## config.mk

```make
export PLATFORM = sky130hd
export DESIGN_NAME = des_cbc_block_cipher_top
export DESIGN_NICKNAME = d
export VERILOG_FILES = /design/src/rtl/dcbc_pkg.sv /design/src/rtl/dcbc_round.sv /design/src/rtl/des_cbc_block_cipher_top.sv
export VERILOG_INCLUDE_DIRS = /design/src /design/src/rtl
export SDC_FILE = /design/constraint.sdc
export NUM_CORES = 2
export LEC_CHECK = 0
export BUFFER_PORTS_ARGS = -buffer_cell sky130_fd_sc_hd__buf_2
export CAP_MARGIN = 0
export CORE_MARGIN = 2
export CORE_UTILIZATION = 50
export DETAILED_ROUTE_END_ITERATION = 6
export MAX_ROUTING_LAYER = met4
export PLACE_DENSITY = 0.66
export SYNTH_ARGS = -nofsm -noshare
export SYNTH_HDL_FRONTEND = slang
export SYNTH_SLANG_ARGS = --single-unit
```

## constraint.sdc

```tcl
create_clock -name clk -period 7.46 [get_ports clk]
set_input_delay 0.373 -clock clk [delete_from_list [all_inputs] [get_ports clk]]
set_output_delay 0.373 -clock clk [all_outputs]
set_load 0.05 [all_outputs]
```

## src/rtl/assert_macros.svh

```systemverilog
`ifndef ASSERT_MACROS_SVH
`define ASSERT_MACROS_SVH
// same-cycle implication
`define ASSERT_IMPLIES(label, clk, rst, a, b) \
  label: assert property (@(posedge clk) disable iff (rst) (a) |-> (b)) \
    else $error("assertion failed: a implies b");
// next-cycle implication
`define ASSERT_NEXT(label, clk, rst, a, b) \
  label: assert property (@(posedge clk) disable iff (rst) (a) |=> (b)) \
    else $error("assertion failed: a implies b next cycle");
`endif

```

## src/rtl/dcbc_pkg.sv

```systemverilog
`timescale 1ns / 1ps
package dcbc_pkg;

  typedef enum logic [1:0] {
    ST_IDLE,
    ST_PRIME,
    ST_RUN,
    ST_WAIT
  } state_t;

  localparam logic FUNC_KEY   = 1'b0;
  localparam logic FUNC_BLOCK = 1'b1;

  localparam logic [1:0] CFG_DECRYPT = 2'd0;
  localparam logic [1:0] CFG_ROUNDS  = 2'd1;
  localparam logic [1:0] CFG_IV      = 2'd2;

  localparam int unsigned BLOCK_W = 64;
  localparam int unsigned HALF_W  = 32;
  localparam int unsigned KEY_W   = 48;

  localparam byte unsigned IP_TAB [64] = '{
    58,50,42,34,26,18,10,2, 60,52,44,36,28,20,12,4,
    62,54,46,38,30,22,14,6, 64,56,48,40,32,24,16,8,
    57,49,41,33,25,17,9,1,  59,51,43,35,27,19,11,3,
    61,53,45,37,29,21,13,5, 63,55,47,39,31,23,15,7};

  localparam byte unsigned FP_TAB [64] = '{
    40,8,48,16,56,24,64,32, 39,7,47,15,55,23,63,31,
    38,6,46,14,54,22,62,30, 37,5,45,13,53,21,61,29,
    36,4,44,12,52,20,60,28, 35,3,43,11,51,19,59,27,
    34,2,42,10,50,18,58,26, 33,1,41,9,49,17,57,25};

  localparam byte unsigned E_TAB [48] = '{
    32,1,2,3,4,5, 4,5,6,7,8,9, 8,9,10,11,12,13, 12,13,14,15,16,17,
    16,17,18,19,20,21, 20,21,22,23,24,25, 24,25,26,27,28,29, 28,29,30,31,32,1};

  localparam byte unsigned P_TAB [32] = '{
    16,7,20,21,29,12,28,17, 1,15,23,26,5,18,31,10,
    2,8,24,14,32,27,3,9,    19,13,30,6,22,11,4,25};

  localparam logic [3:0] SBOX [8][64] = '{
    '{14,4,13,1,2,15,11,8,3,10,6,12,5,9,0,7, 0,15,7,4,14,2,13,1,10,6,12,11,9,5,3,8,
      4,1,14,8,13,6,2,11,15,12,9,7,3,10,5,0, 15,12,8,2,4,9,1,7,5,11,3,14,10,0,6,13},
    '{15,1,8,14,6,11,3,4,9,7,2,13,12,0,5,10, 3,13,4,7,15,2,8,14,12,0,1,10,6,9,11,5,
      0,14,7,11,10,4,13,1,5,8,12,6,9,3,2,15, 13,8,10,1,3,15,4,2,11,6,7,12,0,5,14,9},
    '{10,0,9,14,6,3,15,5,1,13,12,7,11,4,2,8, 13,7,0,9,3,4,6,10,2,8,5,14,12,11,15,1,
      13,6,4,9,8,15,3,0,11,1,2,12,5,10,14,7, 1,10,13,0,6,9,8,7,4,15,14,3,11,5,2,12},
    '{7,13,14,3,0,6,9,10,1,2,8,5,11,12,4,15, 13,8,11,5,6,15,0,3,4,7,2,12,1,10,14,9,
      10,6,9,0,12,11,7,13,15,1,3,14,5,2,8,4, 3,15,0,6,10,1,13,8,9,4,5,11,12,7,2,14},
    '{2,12,4,1,7,10,11,6,8,5,3,15,13,0,14,9, 14,11,2,12,4,7,13,1,5,0,15,10,3,9,8,6,
      4,2,1,11,10,13,7,8,15,9,12,5,6,3,0,14, 11,8,12,7,1,14,2,13,6,15,0,9,10,4,5,3},
    '{12,1,10,15,9,2,6,8,0,13,3,4,14,7,5,11, 10,15,4,2,7,12,9,5,6,1,13,14,0,11,3,8,
      9,14,15,5,2,8,12,3,7,0,4,10,1,13,11,6, 4,3,2,12,9,5,15,10,11,14,1,7,6,0,8,13},
    '{4,11,2,14,15,0,8,13,3,12,9,7,5,10,6,1, 13,0,11,7,4,9,1,10,14,3,5,12,2,15,8,6,
      1,4,11,13,12,3,7,14,10,15,6,8,0,5,9,2, 6,11,13,8,1,4,10,7,9,5,0,15,14,2,3,12},
    '{13,2,8,4,6,15,11,1,10,9,3,14,5,0,12,7, 1,15,13,8,10,3,7,4,12,5,6,11,0,14,9,2,
      7,11,4,1,9,12,14,2,0,6,10,13,15,3,5,8, 2,1,14,7,4,10,8,13,15,12,9,0,3,5,6,11}};

  // bit 1 is the MSB throughout
  function automatic logic [63:0] ip_perm(input logic [63:0] s);
    logic [63:0] r;
    for (int k = 0; k < 64; k++) r[63-k] = s[64-int'(IP_TAB[k])];
    return r;
  endfunction

  function automatic logic [63:0] fp_perm(input logic [63:0] s);
    logic [63:0] r;
    for (int k = 0; k < 64; k++) r[63-k] = s[64-int'(FP_TAB[k])];
    return r;
  endfunction

  function automatic logic [47:0] e_perm(input logic [31:0] s);
    logic [47:0] r;
    for (int k = 0; k < 48; k++) r[47-k] = s[32-int'(E_TAB[k])];
    return r;
  endfunction

  function automatic logic [31:0] p_perm(input logic [31:0] s);
    logic [31:0] r;
    for (int k = 0; k < 32; k++) r[31-k] = s[32-int'(P_TAB[k])];
    return r;
  endfunction

endpackage

```

## src/rtl/dcbc_round.sv

```systemverilog
`timescale 1ns / 1ps
module dcbc_round (
  input  logic [31:0] half,
  input  logic [47:0] round_key,
  output logic [31:0] f_out
);

  logic [47:0] x;
  logic [31:0] s;
  logic [5:0]  chunk;

  always_comb begin
    x = dcbc_pkg::e_perm(half) ^ round_key;
    s = '0;
    chunk = '0;
    for (int j = 0; j < 8; j++) begin
      chunk = x[47-6*j -: 6];
      s[31-4*j -: 4] = dcbc_pkg::SBOX[j][{chunk[5], chunk[0], chunk[4:1]}];
    end
    f_out = dcbc_pkg::p_perm(s);
  end

endmodule

```

## src/rtl/des_cbc_block_cipher_top.sv

```systemverilog
`timescale 1ns / 1ps
// A block passes through a prime state for the round key memory read, then one Feistel
// round per cycle in the run state (r = rounds, 0..MAX_ROUNDS), then a wait state that
// registers the result; with no rounds it goes straight to the wait state. No new block
// is accepted until the result has left the wait state; output stalls hold it there.
// A key load is written to the key memory on acceptance and leaves the block idle.
// Reset (rst, synchronous): chain value and IV cleared, encrypt, 16 rounds;
// the key memory is not cleared.
`include "assert_macros.svh"
module des_cbc_block_cipher_top #(
  parameter int MAX_ROUNDS = 16
) (
  input  logic        clk,
  input  logic        rst,
  input  logic        cfg_valid,
  output logic        cfg_ready,
  input  logic [1:0]  cfg_index,
  input  logic [63:0] cfg_data,
  input  logic        in_valid,
  output logic        in_stall,
  input  logic        func,
  input  logic [3:0]  key_slot,
  input  logic [47:0] key_value,
  input  logic [63:0] data_block,
  input  logic        first_block,
  output logic        out_valid,
  input  logic        out_stall,
  output logic [63:0] out_block
);

  localparam int AW = (MAX_ROUNDS > 1) ? $clog2(MAX_ROUNDS) : 1;

  dcbc_pkg::state_t state, state_next;

  logic        decrypt_mode;
  logic [4:0]  round_count;
  logic [63:0] init_vector;
  logic [63:0] chain_value;

  logic [47:0] key_mem [MAX_ROUNDS];
  logic [47:0] rd_key;
  logic [AW-1:0] rd_addr;

  logic [4:0]    rounds;
  logic          dec;
  logic [AW-1:0] idx;
  logic [31:0]   left, right;
  logic [63:0]   cv_used, data_held, res;

  logic        in_acc, out_acc, blk_acc, key_acc, last_round, slot_ok;
  logic [4:0]  r_sat, sel_round, kidx;
  logic [63:0] x_in, p_in;
  logic [31:0] f_val, nl;
  logic [63:0] fin;

  assign cfg_ready = 1'b1;
  assign in_acc    = in_valid && !in_stall;
  assign out_acc   = out_valid && !out_stall;
  assign blk_acc   = in_acc && (func == dcbc_pkg::FUNC_BLOCK);
  assign key_acc   = in_acc && (func == dcbc_pkg::FUNC_KEY);
  assign slot_ok   = ({1'b0, key_slot} < 5'(MAX_ROUNDS));
  assign r_sat     = (round_count > 5'(MAX_ROUNDS)) ? 5'(MAX_ROUNDS) : round_count;
  assign last_round = (5'(idx) + 5'd1 == rounds);

  always_comb begin
    x_in = decrypt_mode ? data_block
         : data_block ^ (first_block ? init_vector : chain_value);
    p_in = dcbc_pkg::ip_perm(x_in);
    sel_round = (state == dcbc_pkg::ST_PRIME) ? 5'd0 : 5'(idx) + 5'd1;
    kidx = dec ? (rounds - 5'd1 - sel_round) : sel_round;
    rd_addr = kidx[AW-1:0];
    nl = left ^ f_val;
    fin = dcbc_pkg::fp_perm({nl, right});
  end

  dcbc_round u_round (
    .half      (right),
    .round_key (rd_key),
    .f_out     (f_val)
  );

  always_ff @(posedge clk) begin
    if (key_acc && slot_ok) begin
      key_mem[key_slot[AW-1:0]] <= key_value;
    end
    rd_key <= key_mem[rd_addr];
  end

  always_comb begin
    state_next = state;
    case (state)
      dcbc_pkg::ST_IDLE: begin
        if (blk_acc) state_next = (r_sat == 5'd0) ? dcbc_pkg::ST_WAIT : dcbc_pkg::ST_PRIME;
      end
      dcbc_pkg::ST_PRIME: state_next = dcbc_pkg::ST_RUN;
      dcbc_pkg::ST_RUN: begin
        if (last_round) state_next = dcbc_pkg::ST_WAIT;
      end
      dcbc_pkg::ST_WAIT: begin
        if (!out_valid || !out_stall) state_next = dcbc_pkg::ST_IDLE;
      end
      default: state_next = dcbc_pkg::ST_IDLE;
    endcase
  end

  always_comb begin
    in_stall = (state != dcbc_pkg::ST_IDLE);
  end

  always_ff @(posedge clk) begin
    if (rst) begin
      state        <= dcbc_pkg::ST_IDLE;
      decrypt_mode <= 1'b0;
      round_count  <= 5'd16;
      init_vector  <= '0;
      chain_value  <= '0;
      out_valid    <= 1'b0;
    end else begin
      state <= state_next;
      if (cfg_valid && cfg_ready) begin
        case (cfg_index)
          dcbc_pkg::CFG_DECRYPT: decrypt_mode <= cfg_data[0];
          dcbc_pkg::CFG_ROUNDS:  round_count  <= cfg_data[4:0];
          dcbc_pkg::CFG_IV:      init_vector  <= cfg_data;
          default: ;
        endcase
      end
      if (blk_acc && r_sat == 5'd0) begin
        chain_value <= decrypt_mode ? data_block : x_in;
      end else if (state == dcbc_pkg::ST_RUN && last_round) begin
        chain_value <= dec ? data_held : fin;
      end
      if (state == dcbc_pkg::ST_WAIT && (!out_valid || !out_stall)) begin
        out_valid <= 1'b1;
      end else if (out_acc) begin
        out_valid <= 1'b0;
      end
    end
  end

  always_ff @(posedge clk) begin
    if (blk_acc) begin
      rounds    <= r_sat;
      dec       <= decrypt_mode;
      cv_used   <= first_block ? init_vector : chain_value;
      data_held <= data_block;
      left      <= p_in[63:32];
      right     <= p_in[31:0];
      idx       <= '0;
      res       <= decrypt_mode ? data_block ^ (first_block ? init_vector : chain_value)
                 : x_in;
    end else if (state == dcbc_pkg::ST_RUN) begin
      idx <= idx + AW'(1);
      if (last_round) begin
        res <= dec ? fin ^ cv_used : fin;
      end else begin
        left  <= right;
        right <= nl;
      end
    end
    if (state == dcbc_pkg::ST_WAIT && (!out_valid || !out_stall)) begin
      out_block <= res;
    end
  end

  `ASSERT_NEXT(a_prime_after_accept, clk, rst,
    blk_acc && r_sat != 5'd0, state == dcbc_pkg::ST_PRIME)
  `ASSERT_NEXT(a_wait_after_last, clk, rst,
    state == dcbc_pkg::ST_RUN && last_round, state == dcbc_pkg::ST_WAIT)
  `ASSERT_IMPLIES(a_idx_in_range, clk, rst,
    state == dcbc_pkg::ST_RUN, 5'(idx) < rounds)

endmodule
```

After elaboration in Yosys (flattened, before gate mapping)
Memory sizes are Yosys's and may differ from the RTL's. A register that Yosys moved wholly into a read port is not among the register bits. Index checks and enable logic that the tools add are counted.

$add $sub $neg: 4. Magnitude comparators: 9. Equal/unequal tests: 10. Mux-type cells: 45. Bitwise operators: 13. Reduce and logical (&&, ||, !) cells: 25.

Operator list (count): $mux W64 (11); $mux W32 (6); $xor A64 B64 Y64 (2); $mux W4 (18); $ge A7 B7 Y1 const B (8); $not A6 Y7 (8); $xor A48 B48 Y48 (1); $xor A32 B32 Y32 (1); $reduce_and A2 Y1 (5); $reduce_bool A2 Y1 (5); $mux W2 (4); $ne A2 B2 Y1 const B (4); $pmux W2 S4 (1); $logic_and A1 B1 Y1 (7); $eq A2 B2 Y1 const B (3); $add A4 B1 Y5 const B (1); $eq A5 B5 Y1 (1); $gt A5 B5 Y1 const B (1); $logic_not A5 Y1 (1); $mux W5 (1); $add A4 B1 Y4 const B (1); $eq A2 B1 Y1 const B (2); $logic_not A2 Y1 (2); $mux W1 (4); other kinds (6) (8).

Register bits after elaboration: 467. RAM bits: 768. Bits in read-only memories: 2048. Input port bits: 189. Output and inout bits: 67. Logic and storage cells: 130. Memories kept: 9.

Memories: key_mem (depth 16, bits a word 48, read ports 1, clocked after Yosys merged registers in 1, wr ports 1, RTL line des_cbc_block_cipher_top.sv:40) `logic [47:0] key_mem [MAX_ROUNDS];`; (no name shown) (depth 64, bits a word 4, read ports 1, clocked after Yosys merged registers in 0, wr ports 0, RTL line dcbc_round.sv:18) `s[31-4*j -: 4] = dcbc_pkg::SBOX[j][{chunk[5], chunk[0], chunk[4:1]}];`; (no name shown) (depth 64, bits a word 4, read ports 1, clocked after Yosys merged registers in 0, wr ports 0, RTL line dcbc_round.sv:18); (no name shown) (depth 64, bits a word 4, read ports 1, clocked after Yosys merged registers in 0, wr ports 0, RTL line dcbc_round.sv:18); (no name shown) (depth 64, bits a word 4, read ports 1, clocked after Yosys merged registers in 0, wr ports 0, RTL line dcbc_round.sv:18); (no name shown) (depth 64, bits a word 4, read ports 1, clocked after Yosys merged registers in 0, wr ports 0, RTL line dcbc_round.sv:18); 3 more memories.

Depth between registers and ports, before layout
Depth in word-level cells: 11. Gate-level depth with buffers: 15. Depth with buffers taken out: 13.

Hierarchy
Synthesis repeated with hierarchy kept, for this count alone.

Cells, all modules: 3691. Area total of the unflattened synthesis: 56492.9 um^2.

By module, submodules not included: des_cbc_block_cipher_top (times used 1, cells an instance 3029, area an instance 51305.5 um^2, sequential area each 36635.1 um^2); dcbc_round (times used 1, cells an instance 662, area an instance 5187.5 um^2, sequential area each 0.0 um^2).

Least setup slack after synthesis
Ideal clock, no wire load.

Path type: reg-to-reg. Start point: reg state[0]. End point: reg out_block[0] (enable). Library setup time: 583 ps. Arrival time: 5213 ps. Required time: 6877 ps. Path slack: 1664 ps. Cell stages (with the launch flop): 3. Path buffers: 0. Period minus slack after synthesis: 5796 ps. Path through: dfxtp_1 -> ha_1 -> a21boi_0.

Cells in the longest elaborated chain, start to end: 2.

RTL lines: start, declared (RTL line des_cbc_block_cipher_top.sv:33) `dcbc_pkg::state_t state, state_next;`; start signal, assigned (RTL line des_cbc_block_cipher_top.sv:112) `state <= dcbc_pkg::ST_IDLE;`; start signal, assigned (RTL line des_cbc_block_cipher_top.sv:119) `state <= state_next;`; $eq A2 B2 Y1 (RTL line des_cbc_block_cipher_top.sv:161) `if (state == dcbc_pkg::ST_WAIT && (!out_valid || !out_stall)) begin`; $logic_and A1 B1 Y1 (RTL line des_cbc_block_cipher_top.sv:161); end signal, assigned (RTL line des_cbc_block_cipher_top.sv:162) `out_block <= res;`; end, declared (RTL line des_cbc_block_cipher_top.sv:28) `output logic [63:0] out_block`.

No other way between the ends. A chain may end at the register's enable or synchronous reset.

Final worst setup path
Start point: reg state[1]. End point: reg rd_key[2] (read register of key_mem).

Cells in the longest elaborated chain, start to end: 4.

RTL lines: $eq A2 B1 Y1 (*) (RTL line des_cbc_block_cipher_top.sv:69) `sel_round = (state == dcbc_pkg::ST_PRIME) ? 5'd0 : 5'(idx) + 5'd1;`; $mux W4 (*) (RTL line des_cbc_block_cipher_top.sv:69); $sub A4 B4 Y4 (RTL line des_cbc_block_cipher_top.sv:70) `kidx = dec ? (rounds - 5'd1 - sel_round) : sel_round;`; $mux W4 (*) (RTL line des_cbc_block_cipher_top.sv:70); end, declared (RTL line des_cbc_block_cipher_top.sv:41) `logic [47:0] rd_key;`.

Mark *: on every way between the ends. The rest lies on a longest branch, timed or not.

==> results.sh <==
export IMPL_yosysUniqueCellTypes=98
export IMPL_worst_hold_path_num_cells=3
export IMPL_reg2reg_depth=15
export IMPL_grt_pass1_vias=38100
export IMPL_dp_cells=6395
export IMPL_fin_util=0.584
export IMPL_cp_required_ns=8.05
export IMPL_yosys_area_top_type="edfxtp_1"
export IMPL_setup_tns_ns=0
export IMPL_route_detailed_drc=1
export IMPL_ant_nets=0
export IMPL_synth_edf_count=1094
export IMPL_fmax_ghz=0.231
export IMPL_syn_area_um2=58800
export IMPL_clock_sinks=1283
export IMPL_h_tree_depth=4
export IMPL_min_period_over_period=0.580
export IMPL_relSlewSlack=0.197
export IMPL_insertion_delay_ns=0.77
export IMPL_ys_flop_type="edfxtp_1"
export IMPL_slew_viol_final=0
export IMPL_place_congestion=0.920
export IMPL_yosysSeqAreaShare=0.623
export IMPL_setup_ws_ns=3.13
export IMPL_clkSlewWorstSetupHoldPaths_ns=0.07
export IMPL_rows=125
export IMPL_cts_root_buf="clkbuf_16"
export IMPL_netlist_instances=4881
export IMPL_ir_worst_vdd_mv=0.363
export IMPL_nets=5448
export IMPL_synthTopCellsByArea="edfxtp_1 (56%), dfxtp_1 (6.4%), nand2_1 (5.2%)"
export IMPL_routed_via_density=5.89
export IMPL_syn_to_final_growth_pct=15.7
export IMPL_path_class="flop to flop"
export IMPL_max_clock_path_buffers=3
export IMPL_holdPathEnd="init_vector[16]"
export IMPL_start_util=0.505
export IMPL_post_cts_resized=0
export IMPL_rrSetupSlack_ns=3.13
export IMPL_synth_nets=5141
export IMPL_synthArstFlopShare=0
export IMPL_avgRoutedWirePerCell_um=23.4
export IMPL_finalHoldViolations=0
export IMPL_min_period_ns=4.33
export IMPL_worst_ep_arrival_time_ns=4.92
export IMPL_yosysMostFrequentCell="edfxtp_1"
export IMPL_hold_class="input port to flop"
export IMPL_pre_cts_slack_ns=3.21
export IMPL_core_area_um2=116000
export IMPL_r2r_end="rd_key[2]"
export IMPL_drt_iter0_markers=4012
export IMPL_dp_hpwl_um=92500
export IMPL_grt_max_degree=165
export IMPL_first_pass_iters=7
export IMPL_drv_cap=0
export IMPL_placed_cell_area_um2=61400
export IMPL_ys_ff_latch=1283
export IMPL_die_x_um=347
export IMPL_antenna_found_initial=15
export IMPL_holdBufCountCts=177
export IMPL_synthesis_area_per_instance_um2=12.0
export IMPL_worstMarginPinSlew_ns=1.20
export IMPL_routed_wl_um=160000
export IMPL_overflow=0
export IMPL_stdcell_count=6840
export IMPL_leakage_uw=0.0244
export IMPL_grt_pass1_wl_um=239000
export IMPL_place_port_buffers=254
export IMPL_synth_common_cells="edfxtp_1 (1094), nand2_1 (818), a21oi_1 (267)"
export IMPL_clock_skew_ns=0.0435
export IMPL_worstSetupStartpointType="flop"
export IMPL_powerDensity_nw_per_um2=483
export IMPL_final_area_um2=68000
export IMPL_rsz0062_at_grt="false"
export IMPL_seqCellArea_um2=36600
export IMPL_worstPathMaxFanout=154
export IMPL_hold_start="cfg_data[16]"
export IMPL_die_area_um2=120000
export IMPL_die_h_um=347
export IMPL_crit_reg2reg_launch="state[1]"
export IMPL_cts_setup_buffers=0
export IMPL_pin_count=256
export IMPL_drive_above_1_share=0.125
export IMPL_violations="design-rule violations"
export IMPL_cts_tree="built"
export IMPL_endpoint_kind="flop"
export IMPL_grt_usage=0.269
export IMPL_fillers=9306
export IMPL_setup_violations=0
export IMPL_yosysWarnings=0
export IMPL_multi_input_area_um2=20500
export IMPL_status="finished, violations left"
export IMPL_cts_made_buffers=138
export IMPL_synth_top_area_share=0.559
export IMPL_vias=40300
[layout make-up]
class                      instances  area share
sequential                      1283       0.539
multi-input combinational       3138       0.302
clock buffer                     199      0.0585
timing repair buffer             508      0.0539
tap                             1524      0.0280
clock inverter                    55      0.0120
inverter                         119     0.00668
antenna                           14    0.000515
[report_power, final]
part / total, uW / switching (uW) / internal [uW]
logic: 15900 / 9670 / 6270
clock network: 7110 / 2900 / 4210
registers: 9810 / 888 / 8920
[through the flow]
stage	hold slack (ns)	total power, uW
CTS	0.0593	32800
detailed placement	0.405	25600
global route	0.0662	34700
floorplan	0.400	21600
finish	0.0990	32900
global placement	0.401	25400
[worst max-delay path: stages, from the launching register on]
cell and delay (ns):
dfxtp_1 0.32, inv_1 0.10, ha_1 0.22, or2_2 0.18, ha_1 0.18, inv_1 0.06, fa_1 0.40, xnor2_1 0.17
nand2_1 0.11, o21ai_4 0.11, buf_4 0.58, buf_12 0.58, a211oi_1 0.13, a311oi_1 0.31, a211oi_1 0.09, a21oi_1 0.45
[placed cells by master (no fill, tap or decap), types with 28 or more instances in the layout]
master	n
o211ai_1	45
clkbuf_1	36
nand3_1	53
dfxtp_1	188
nand2_1	816
buf_2	252
a21oi_1	267
inv_1	113
clkbuf_16	142
buf_4	76
xor2_1	116
ha_1	70
and2_1	204
o21ai_0	122
edfxtp_1	1094
xnor2_1	175
dlygate4sd3_1	177
o22ai_1	28
a311oi_1	98
a211oi_1	260
mux2i_1	177
nor3_1	40
a31oi_1	128
nor2_1	199
[how the worst max path moves through the flow]
stage | from | to | slack [ns]
finish | state[1] | rd_key[2] | 3.13
global route | state[1] | rd_key[2] | 2.84
CTS | state[1] | rd_key[2] | 3.19
detailed placement | state[1] | rd_key[2] | 3.21
global placement | state[1] | rd_key[2] | 3.28
floorplan | state[0] | out_block[0] | 1.66
[logic make-up after synthesis]
family	after synthesis	share of synthesized area
and+or+nand+nor	1430	0.108
DFF	1283	0.623
AOI/OAI and AO/OA	1085	0.123
buffers and inverters	460	0.0314
xor gates and xnor gates	330	0.0562
muxes	221	0.0428
adders and majority gates	71	0.0152
other	1	0.0000638
[metal layers]
layer | track usage | share of wire | vias up
met1 | 0.350 | 0.42 | 19900
li1 | - | - | 18600
met4 | 0.102 | 0.037 | 0
met3 | 0.0378 | 0.068 | 311
met2 | 0.429 | 0.48 | 1531
met5 | - | 0 | -
[sequential cells by signal, indices dropped and copies added (netlist names), 32 cells and up]
signal,count
key_mem,768
chain_value,64
cv_used,64
data_held,64
init_vector,64
out_block,64
res,64
rd_key,48
left,32
right,32
Note: power is estimated with default switching activity, not from simulation.
